`config.mk`:
```
export PLATFORM = sky130hd
export DESIGN_NAME = kvt_ram
export DESIGN_NICKNAME = d
export VERILOG_FILES = /design/src/hw/rtl/kvt_ram.sv
export SDC_FILE = /design/constraint.sdc
export NUM_CORES = 2
export LEC_CHECK = 0
export BUFFER_PORTS_ARGS = -buffer_cell sky130_fd_sc_hd__buf_2
export CAP_MARGIN = 20
export CORE_MARGIN = 3
export CORE_UTILIZATION = 57
export DETAILED_ROUTE_END_ITERATION = 16
export MAX_ROUTING_LAYER = met4
export PLACE_DENSITY_LB_ADDON = 0.25
export SYNTH_ARGS = -nofsm -noshare
export SYNTH_HDL_FRONTEND = slang
export SYNTH_SLANG_ARGS = --single-unit
export TNS_END_PERCENT = 30
```
`constraint.sdc`:
```
create_clock -name aclk -period 3.8 [get_ports aclk]
set_input_delay 0.76 -clock aclk [delete_from_list [all_inputs] [get_ports aclk]]
set_output_delay 0.76 -clock aclk [all_outputs]
set_load 0.03 [all_outputs]
```
`src/hw/rtl/kvt_ram.sv`:
```
// ----------------------------------------------------------------------------
// kvt_ram
// Generic single-write, single-read memory with registered read data.
// ----------------------------------------------------------------------------
module kvt_ram #(
    parameter int WIDTH = 32,
    parameter int DEPTH = 128
) (
    input  logic                                    aclk,
    input  logic                                    we,
    input  logic [((DEPTH > 1) ? $clog2(DEPTH) : 1)-1:0] waddr,
    input  logic [WIDTH-1:0]                        wdata,
    input  logic                                    re,
    input  logic [((DEPTH > 1) ? $clog2(DEPTH) : 1)-1:0] raddr,
    output logic [WIDTH-1:0]                        rdata
);

    logic [WIDTH-1:0] mem_reg [DEPTH];
    logic [WIDTH-1:0] rdata_reg;

    always_ff @(posedge aclk) begin
        if (we) begin
            mem_reg[waddr] <= wdata;
        end
        if (re) begin
            rdata_reg <= mem_reg[raddr];
        end
    end

    assign rdata = rdata_reg;

endmodule

```
==> run summary <==
CP max-delay cell -> mux4_2
Met3 usage -> 6.18%
CP Max Fanout -> 34
Row count -> 191
Drt via density -> 6.99
Post-DP HPWL -> 237000 um
Hold Slack -> 0.211 ns
Clock Tree Root -> clkbuf_16
Warnings from Yosys -> 0
Final worst path period need -> 3.09 ns
Crit path kind -> in -> reg
Cell Chain, Critical Path -> buf_12, buf_12, buf_12, mux4_2, mux4_2, mux4_2, mux2_2
Area Overhead vs Synth -> 15.1%
Internal power -> 74.6 mW
Critical path capture point type -> flop
VDD IR max -> 0.701 mV
Setup crit start kind -> input pin
Dpl ws -> -0.202 ns
Initial core utilization -> 57.6%
CTS HTree Levels -> 5
Unrepaired setup endpoints after global routing -> no
Vias in the first global route -> 73800
Fin nets -> 6677
NetSw -> 20.0 mW
CTS tree -> done
Core footprint -> 0.272 mm2
Cells after Synth -> 5990
Worst EP required -> 4.45 ns
Clk network pwr share -> 41.1%
Largest net degree at the start of global routing -> 129
FF+latch count, synth -> 4128
Drt pass-1 iters -> 5
Gr usage total -> 32.1%
DIE AREA -> 0.281 mm2
Clk_lat worst skew -> 0.91 ns
Post-DRT Antenna Nets -> 0
Largest register FFs -> 4096
Rel. slew slack -> 25.9%
CTS resizes -> 0
Most frequent cells in the layout -> edfxtp_1, mux4_2, clkbuf_16, buf_4, buf_12
Hold crit path type -> in -> reg
Switching Fraction -> 21.2%
Filler cell count -> 16300
Initial antenna violation count -> 38
Register area share after synthesis -> 79.2%
Final hold violation count -> 0
Die width -> 530 um
CP max stage delay -> 0.65 ns
Syn nets -> 6039
DRC -> 0
Fin crit share -> 81.3%
Final cell utilization of the core -> 66.3%
Min setup slack post-route -> 0.711 ns
Vias -> 73800
CTS buffer count -> 403
Sequential power share -> 53.4%
Max-cap violations -> 0
Synthesized area -> 0.157 mm2
Die height -> 530 um
CTS clk-pin slew, worst paths -> 0.06 ns
Static Leakage -> 55.7 nW
GR Layer Usage met1 -> 43.6%
Skew final -> 0.0488 ns
Clock sink count -> 4128
Combinational share of power -> 5.5%
Gr ovfl total -> 0
M2 GR Usage -> 48.3%
Global-route wire length before repair -> 597000 um
PD cells -> 525 mW/mm2
Most common cell after layout, fill and taps aside -> edfxtp_1
Total wire length -> 429000 um
Fin Setup TNS -> 0 ns
GR peak layer -> met2
Initial DRC count -> 12300
Post-CTS Hold Buffers -> 0
I/O pins -> 81
Setup violators final -> 0
Maximum clock insertion buffer count -> 4
Unique masters post-synth -> 16
Avg Inst Size Synth -> 26.1 um2
Status -> finished clean
Final Max Tran Viols -> 0
Layout cell share with drive strength beyond 1 -> 37.8%
FMAX -> 0.324 GHz
DR WL/cell -> 40.6 um
Setup Fix Bufs, Post-CTS -> 0
Port bufs -> 80
GPL Wtd Cong -> 0.856
Total power -> 94.6 mW
Worst Tran Pin Value -> 1.11 ns
Worst EP arrival -> 3.74 ns
==> logic make-up after synthesis <==
group	count (synthesis)	share of synthesized area, %
simple gates	170	0.445
buf+inv	316	0.837
flops	4128	79.2
mux	1376	19.6
==> synthesized netlist by cell type <==
cell / count / area [um2]
nor2b_1: 7 / 43.8
mux2_2: 32 / 360
nor2_1: 122 / 458
clkbuf_1: 182 / 683
buf_1: 50 / 188
or3_1: 1 / 6.26
edfxtp_1: 4128 / 124000
buf_6: 2 / 22.5
mux4_2: 1344 / 30300
nand2_1: 14 / 52.6
nand4_1: 3 / 18.8
nand2b_1: 2 / 12.5
buf_2: 79 / 395
buf_4: 3 / 22.5
nand3_1: 12 / 60.1
nor3_1: 9 / 45.0
==> area by class of cell <==
type	count	area, um2	area share (%)
clock buffer	491	10500	5.85
multi-input combinational	1546	32300	17.9
timing repair buffer	549	6700	3.71
clock inverter	236	2260	1.25
antenna	42	105	0.0583
tap	3570	4470	2.48
sequential	4128	124000	68.7
==> path summary, 6_finish.rpt <==
check	startpoint	endpoint	slack, ns	depth (start not counted)
worst min-delay path	wdata[16]	mem_reg[61][16]$_DFFE_PP_	0.21	1
worst max register to register	mem_reg[101][26]$_DFFE_PP_	rdata[26]$_DFFE_PP_	0.94	4
worst max-delay path	raddr[0]	rdata[19]$_DFFE_PP_	0.71	7
worst min register to register	mem_reg[80][21]$_DFFE_PP_	rdata[21]$_DFFE_PP_	1.22	4
==> worst max-delay path, delay by kind of cell <==
kind	cells	cell delay, ns
buffers and inverters	3	0.73
muxes	4	2.16
==> stage by stage <==
stage,instances,area (um2)
2_1_floorplan,5990,157000
3_5_place_dp,9793,167000
3_3_place_gp,9793,167000
4_1_cts,10500,180000
6_report,10600,180000
5_1_grt,10600,180000
==> power groups by stage <==
stage,Sequential [mW],Clock [mW],Combinational (mW)
2_1_floorplan,51.4,0,2.43
3_3_place_gp,51.4,0,5.06
3_5_place_dp,51.5,0,5.16
4_1_cts,50.5,39.3,5.19
5_1_grt,50.5,41.0,5.36
6_report,50.5,38.9,5.19
==> layer usage <==
| layer | up-vias | wire length (um) |
|---|---|---|
| met1 | 39800 | 148000 |
| li1 | 27800 | - |
| met2 | 5391 | 206000 |
| met3 | 796 | 51700 |
| met4 | 0 | 22900 |
| met5 | - | 0 |
Note: power is estimated with default switching activity, not from simulation.
