$ cat config.mk
export PLATFORM = sky130hd
export DESIGN_NAME = kvt_ctrl
export DESIGN_NICKNAME = d
export VERILOG_FILES = /design/src/hw/rtl/kvt_pkg.sv /design/src/hw/rtl/kvt_ctrl.sv
export SDC_FILE = /design/constraint.sdc
export NUM_CORES = 1
export LEC_CHECK = 0
export ABC_AREA = 1
export BUFFER_PORTS_ARGS = -buffer_cell sky130_fd_sc_hd__buf_2
export CORE_MARGIN = 2
export CORE_UTILIZATION = 50
export CTS_CLUSTER_SIZE = 16
export DETAILED_ROUTE_END_ITERATION = 6
export HOLD_SLACK_MARGIN = 0.12
export PLACE_DENSITY_LB_ADDON = 0.1
export REMOVE_ABC_BUFFERS = 1
export SLEW_MARGIN = 10
export SYNTH_ARGS = -nofsm -noshare
export SYNTH_HDL_FRONTEND = slang
export SYNTH_SLANG_ARGS = --single-unit
$ cat constraint.sdc
create_clock -name aclk -period 3.4 [get_ports aclk]
set_input_delay 0.17 -clock aclk [delete_from_list [all_inputs] [get_ports aclk]]
set_output_delay 0.17 -clock aclk [all_outputs]
set_load 0.05 [all_outputs]
$ cat src/hw/rtl/kvt_pkg.sv
// ----------------------------------------------------------------------------
// kvt_pkg
// Shared sizes, types and state encoding of the keyed value table.
// ----------------------------------------------------------------------------
package kvt_pkg;

    localparam int ENTRIES = 128;
    localparam int DATA_W  = 32;
    localparam int IDX_W   = (ENTRIES > 1) ? $clog2(ENTRIES) : 1;
    localparam int CNT_W   = $clog2(ENTRIES + 1);

    localparam logic [CNT_W-1:0] FULL_COUNT = CNT_W'(ENTRIES);

    typedef enum logic {
        OP_READ   = 1'b0,
        OP_UPDATE = 1'b1
    } kvt_op_t;

    typedef enum logic [1:0] {
        ST_IDLE,
        ST_SCAN,
        ST_VWAIT,
        ST_DONE
    } kvt_state_t;

    // one port group of a table memory
    typedef struct packed {
        logic              we;
        logic [IDX_W-1:0]  waddr;
        logic [DATA_W-1:0] wdata;
        logic              re;
        logic [IDX_W-1:0]  raddr;
    } kvt_ram_req_t;

endpackage

$ cat src/hw/rtl/kvt_ctrl.sv
// ----------------------------------------------------------------------------
// kvt_ctrl
// Scan sequencer with one shared key comparator; drives both table memories
// and holds the result register.
// ----------------------------------------------------------------------------
module kvt_ctrl
    import kvt_pkg::*;
(
    input  logic              aclk,
    input  logic              aresetn,
    input  logic              s_valid,
    output logic              s_ready,
    input  logic              s_operation,
    input  logic [DATA_W-1:0] s_key,
    input  logic [DATA_W-1:0] s_new_value,
    output logic              m_valid,
    input  logic              m_ready,
    output logic [DATA_W-1:0] m_read_value,
    output logic              m_hit,
    output logic              m_rejected,
    output kvt_ram_req_t      key_req,
    input  logic [DATA_W-1:0] key_rdata,
    output kvt_ram_req_t      val_req,
    input  logic [DATA_W-1:0] val_rdata
);

    kvt_state_t        state_reg, state_next;
    kvt_op_t           op_reg, op_next;
    logic [DATA_W-1:0] key_reg, key_next;
    logic [DATA_W-1:0] value_reg, value_next;
    logic [CNT_W-1:0]  addr_reg, addr_next;
    logic              pend_reg, pend_next;
    logic [IDX_W-1:0]  cmp_idx_reg, cmp_idx_next;
    logic [CNT_W-1:0]  used_reg, used_next;
    logic [DATA_W-1:0] res_value_reg, res_value_next;
    logic              res_hit_reg, res_hit_next;
    logic              res_rej_reg, res_rej_next;
    logic              m_valid_reg, m_valid_next;
    logic [DATA_W-1:0] m_value_reg, m_value_next;
    logic              m_hit_reg, m_hit_next;
    logic              m_rej_reg, m_rej_next;

    logic accept;
    logic cmp_hit;
    logic scan_more;
    logic out_free;

    assign accept    = s_valid && s_ready;
    // shared comparator: stored key read last cycle against the request key
    assign cmp_hit   = pend_reg && (key_rdata == key_reg);
    assign scan_more = (addr_reg < used_reg);
    assign out_free  = !m_valid_reg || m_ready;

    assign s_ready      = (state_reg == ST_IDLE);
    assign m_valid      = m_valid_reg;
    assign m_read_value = m_value_reg;
    assign m_hit        = m_hit_reg;
    assign m_rejected   = m_rej_reg;

    // next state
    always_comb begin
        state_next = state_reg;
        case (state_reg)
            ST_IDLE: begin
                if (accept) begin
                    state_next = (s_key == '0) ? ST_DONE : ST_SCAN;
                end
            end
            ST_SCAN: begin
                if (cmp_hit) begin
                    state_next = (op_reg == OP_READ) ? ST_VWAIT : ST_DONE;
                end else if (!scan_more) begin
                    state_next = ST_DONE;
                end
            end
            ST_VWAIT: begin
                state_next = ST_DONE;
            end
            ST_DONE: begin
                if (out_free) begin
                    state_next = ST_IDLE;
                end
            end
            default: begin
                state_next = ST_IDLE;
            end
        endcase
    end

    // datapath and memory controls
    always_comb begin
        op_next        = op_reg;
        key_next       = key_reg;
        value_next     = value_reg;
        addr_next      = addr_reg;
        pend_next      = 1'b0;
        cmp_idx_next   = cmp_idx_reg;
        used_next      = used_reg;
        res_value_next = res_value_reg;
        res_hit_next   = res_hit_reg;
        res_rej_next   = res_rej_reg;
        m_valid_next   = m_valid_reg && !m_ready;
        m_value_next   = m_value_reg;
        m_hit_next     = m_hit_reg;
        m_rej_next     = m_rej_reg;
        key_req        = '0;
        val_req        = '0;

        case (state_reg)
            ST_IDLE: begin
                if (accept) begin
                    op_next        = kvt_op_t'(s_operation);
                    key_next       = s_key;
                    value_next     = s_new_value;
                    addr_next      = '0;
                    res_value_next = '0;
                    res_hit_next   = 1'b0;
                    res_rej_next   = (s_key == '0);
                end
            end
            ST_SCAN: begin
                if (cmp_hit) begin
                    res_hit_next = 1'b1;
                    if (op_reg == OP_READ) begin
                        val_req.re    = 1'b1;
                        val_req.raddr = cmp_idx_reg;
                    end else begin
                        val_req.we    = 1'b1;
                        val_req.waddr = cmp_idx_reg;
                        val_req.wdata = value_reg;
                    end
                end else if (scan_more) begin
                    key_req.re    = 1'b1;
                    key_req.raddr = addr_reg[IDX_W-1:0];
                    pend_next     = 1'b1;
                    cmp_idx_next  = addr_reg[IDX_W-1:0];
                    addr_next     = addr_reg + CNT_W'(1);
                end else if (op_reg == OP_UPDATE) begin
                    // miss on update: append at the first free entry, or reject when full
                    if (used_reg < FULL_COUNT) begin
                        key_req.we    = 1'b1;
                        key_req.waddr = used_reg[IDX_W-1:0];
                        key_req.wdata = key_reg;
                        val_req.we    = 1'b1;
                        val_req.waddr = used_reg[IDX_W-1:0];
                        val_req.wdata = value_reg;
                        used_next     = used_reg + CNT_W'(1);
                    end else begin
                        res_rej_next = 1'b1;
                    end
                end
            end
            ST_VWAIT: begin
                res_value_next = val_rdata;
            end
            ST_DONE: begin
                if (out_free) begin
                    m_valid_next = 1'b1;
                    m_value_next = res_value_reg;
                    m_hit_next   = res_hit_reg;
                    m_rej_next   = res_rej_reg;
                end
            end
            default: begin
            end
        endcase
    end

    always_ff @(posedge aclk) begin
        if (!aresetn) begin
            state_reg   <= ST_IDLE;
            pend_reg    <= 1'b0;
            used_reg    <= '0;
            m_valid_reg <= 1'b0;
        end else begin
            state_reg   <= state_next;
            pend_reg    <= pend_next;
            used_reg    <= used_next;
            m_valid_reg <= m_valid_next;
        end
    end

    always_ff @(posedge aclk) begin
        op_reg        <= op_next;
        key_reg       <= key_next;
        value_reg     <= value_next;
        addr_reg      <= addr_next;
        cmp_idx_reg   <= cmp_idx_next;
        res_value_reg <= res_value_next;
        res_hit_reg   <= res_hit_next;
        res_rej_reg   <= res_rej_next;
        m_value_reg   <= m_value_next;
        m_hit_reg     <= m_hit_next;
        m_rej_reg     <= m_rej_next;
    end

endmodule

==> summary.txt <==
STA
  – Final Setup Violations: 0
  – Fmax: 318 MHz
  – Final Hold Vio Count: 0
  – Slew Viols, Final: 0
  – Slew HR: 0.256
  – Worst-margin pin slew: 1.11 ns
  – Final Cycle Share: 0.926
  – Min cycle time layout: 3.15 ns
  – RSZ-0062 raised after global routing: no
  – Worst clock skew: 0.00666 ns

Yosys
  – Yosys top cell area share: 0.597
  – Largest family of logic cells by synthesized area: simple AND/OR/NAND/NOR gates
  – Post-Synthesis Cell Area: 7450 um2
  – Cell with the most instances after synthesis: edfxtp_1
  – Ys flop type: edfxtp_1
  – Leading area contributor after synthesis: edfxtp_1
  – Synth unique cells: 32
  – Synth Area in XOR/XNOR: 0.0247
  – Post-synth top cells: edfxtp_1 (148), nand2_1 (138), inv_1 (131)
  – Post-Synth Adder-Cell Area: 0.0218
  – Yosys reg bits: 160
  – Mapped Cells: 715
  – Post-synthesis simple-gate area fraction: 0.167
  – Post-synth EDFFs: 148
  – Mux contribution to synthesized area: 0
  – Dominant cells by area after synthesis: edfxtp_1 (60%), nand2_1 (7.0%), inv_1 (6.6%), nor2_1 (4.5%), dfxtp_1 (3.2%)
  – Ys Warns: 0
  – Compound-gate portion of the synthesized area: 0.0697
  – Async SR Flop Fraction: 0
  – Post-synthesis sequential area ratio: 0.629
  – Avg Inst Size Synth: 10.4 um2

Global routing
  – GRT Overall Usage: 0.251
  – Largest net degree at the start of global routing: 37
  – Global route overflow: 0
  – Vias in the first global route: 6210
  – Antenna violations before repair: 1
  – First-pass GRT wire length: 31100 um

Power and ir drop
  – Worst vdd ir: 0.000453 V
  – Leakage power: 5.11 nW
  – Power Dens Cells: 711 nW/um2

CTS
  – Post-CTS Setup Inserts: 0
  – Clk Latency, worst-skew pair: 0.42 ns
  – Clock root cell: clkbuf_16
  – CTS Sinks: 160
  – # H-tree levels: 4
  – CTS buffer count: 17
  – Clock transition at path regs: 0.06 ns
  – Clock buffer depth: 2
  – TritonCTS clock tree: built

Finish
  – Nets@finish: 1229
  – Post-Layout Inst Area: 10500 um2
  – Area added between synthesis and finish: 41.2%
  – Layout cells sized above 1: 0.304
  – Final Non-Filler Cells: 1280

Floorplanning
  – DIE WIDTH: 126 um
  – Initial core utilization: 0.512
  – Core region area: 14500 um2
  – # rows: 44
  – Die footprint: 15900 um2
  – DIE HEIGHT: 126 um
  – I/O pins: 265

Worst setup path
  – Crit path launch type: flop
  – Max incr delay on CP: 0.42 ns
  – Kind of critical path: reg2out
  – Top cell family by delay on the critical path: compound AO/OA/AOI/OAI gates
  – Buf/Inv on CP: 3
  – Critical path data required time: 3.23 ns
  – Crit path DAT: 2.98 ns
  – CP max-delay cell: buf_4
  – CP max FO: 34
  – Crit. End Element: output port
  – Crit path cell chain: inv_1 > ha_1 > a21oi_1 > nor2_1 > a211oi_1 > a21oi_4 > nand3_4 > buf_4 > a21boi_1 > buf_2

Drt
  – Top routing layer in use: met4
  – Drt wl/cell: 15.7 um
  – Final WL: 20100 um
  – Via/cell ratio: 4.88
  – TritonRoute pass-1 iters: 5
  – DRC viols: 0
  – Via count: 6247
  – M1 WL: 8190 um
  – Antenna Nets Post-Route: 0
  – Routed wire length on met3: 1230 um
  – Initial drt markers: 462
  – Routed met2 length: 10100 um

Placement
  – Dpl cell area: 8960 um2
  – Post-DP HPWL: 14000 um
  – Placed cells: 1149
  – PortBufs: 264
  – Gpl congestion: 0.907

Status
  – Outcome: finished, final reports clean

Hold path
  – Worst hold path class: in2reg

Flow run
  – Max_cap viols: 0
[what timing repair did]
action	4_1_cts	5_1_grt
gates resized for setup	0	0
hold endpoints to repair	101	0
hold buffers	99	0
[tightest hold or removal path, delay by kind of cell]
| family | cells | cell delay (ns) |
|---|---|---|
| AO/OA/AOI/OAI | 1 | 0.11 |
| buffers and inverters | 3 | 0.20 |
| AND/OR/NAND/NOR | 3 | 0.17 |
[metrics by stage]
stage	util	hold WS (ns)	setup slack [ns]	power [mW]	TNS (ns)
6_report	0.724	0.273	0.251	7.48	0
5_1_grt	0.724	0.327	0.0276	7.88	0
2_1_floorplan	-	0.269	-0.591	4.89	-13.06
3_5_place_dp	0.617	0.348	0.717	5.62	0
3_3_place_gp	0.617	0.347	0.770	5.56	0
4_1_cts	0.724	0.255	0.242	7.52	0
[metal layers]
| metal | vias to the layer above | global-route usage |
|---|---|---|
| met5 | - | 0 |
| met4 | 0 | 0.0976 |
| met3 | 46 | 0.0506 |
| met2 | 245 | 0.438 |
| met1 | 2891 | 0.309 |
| li1 | 3065 | - |
[cell families after synthesis]
| logic type | count (synthesis) |
|---|---|
| compound gates | 71 |
| xor+xnor | 21 |
| fa+ha+maj | 13 |
| buf+inv | 160 |
| flops | 160 |
| simple gates | 290 |
[power by group]
part / internal [mW] / switching [mW] / total [mW]
combinational: 0.685 / 1.86 / 2.54
sequential: 2.91 / 0.222 / 3.13
clock: 1.02 / 0.794 / 1.81
total: 4.61 / 2.87 / 7.48
[area by class of cell]
cell class                      count  area (um2)
Multi-Input combinational cell    395        2130
Antenna cell                        1        2.50
Clock buffer                       17         425
Fill cell                        1094        4020
Inverter                          139         522
Clock inverter                     14         135
Timing Repair Buffer              370        2390
Tap cell                          184         230
Sequential cell                   160        4680
[cells in the final DEF, fill, tap and decap left out, drive strengths merged, types with 4 or more instances in the layout]
cell and n:
xor2 9, nor2 90, nor4 9, inv 141, o21ai 17, clkbuf 17
clkinv 8, buf 271, edfxtp 148, a21boi 33, a21oi 18, xnor2 12
dlygate4sd3 99, ha 13, dfxtp 12, nand3b 4, nand2 139, nand4 16
nand3 23, nor3 9
[final timing paths]
check | start | endpoint | slack (ns) | cells past startpoint
worst min register to register | res_value_reg[10] | m_read_value[10] | 0.42 | 0
worst max-delay path | used_reg[5] | val_req[17] | 0.25 | 10
worst max register to register | used_reg[5] | cmp_idx_reg[3] | 0.91 | 9
worst min-delay path | s_valid | state_reg[0] | 0.27 | 7
Note: power is estimated with default switching activity, not from simulation.
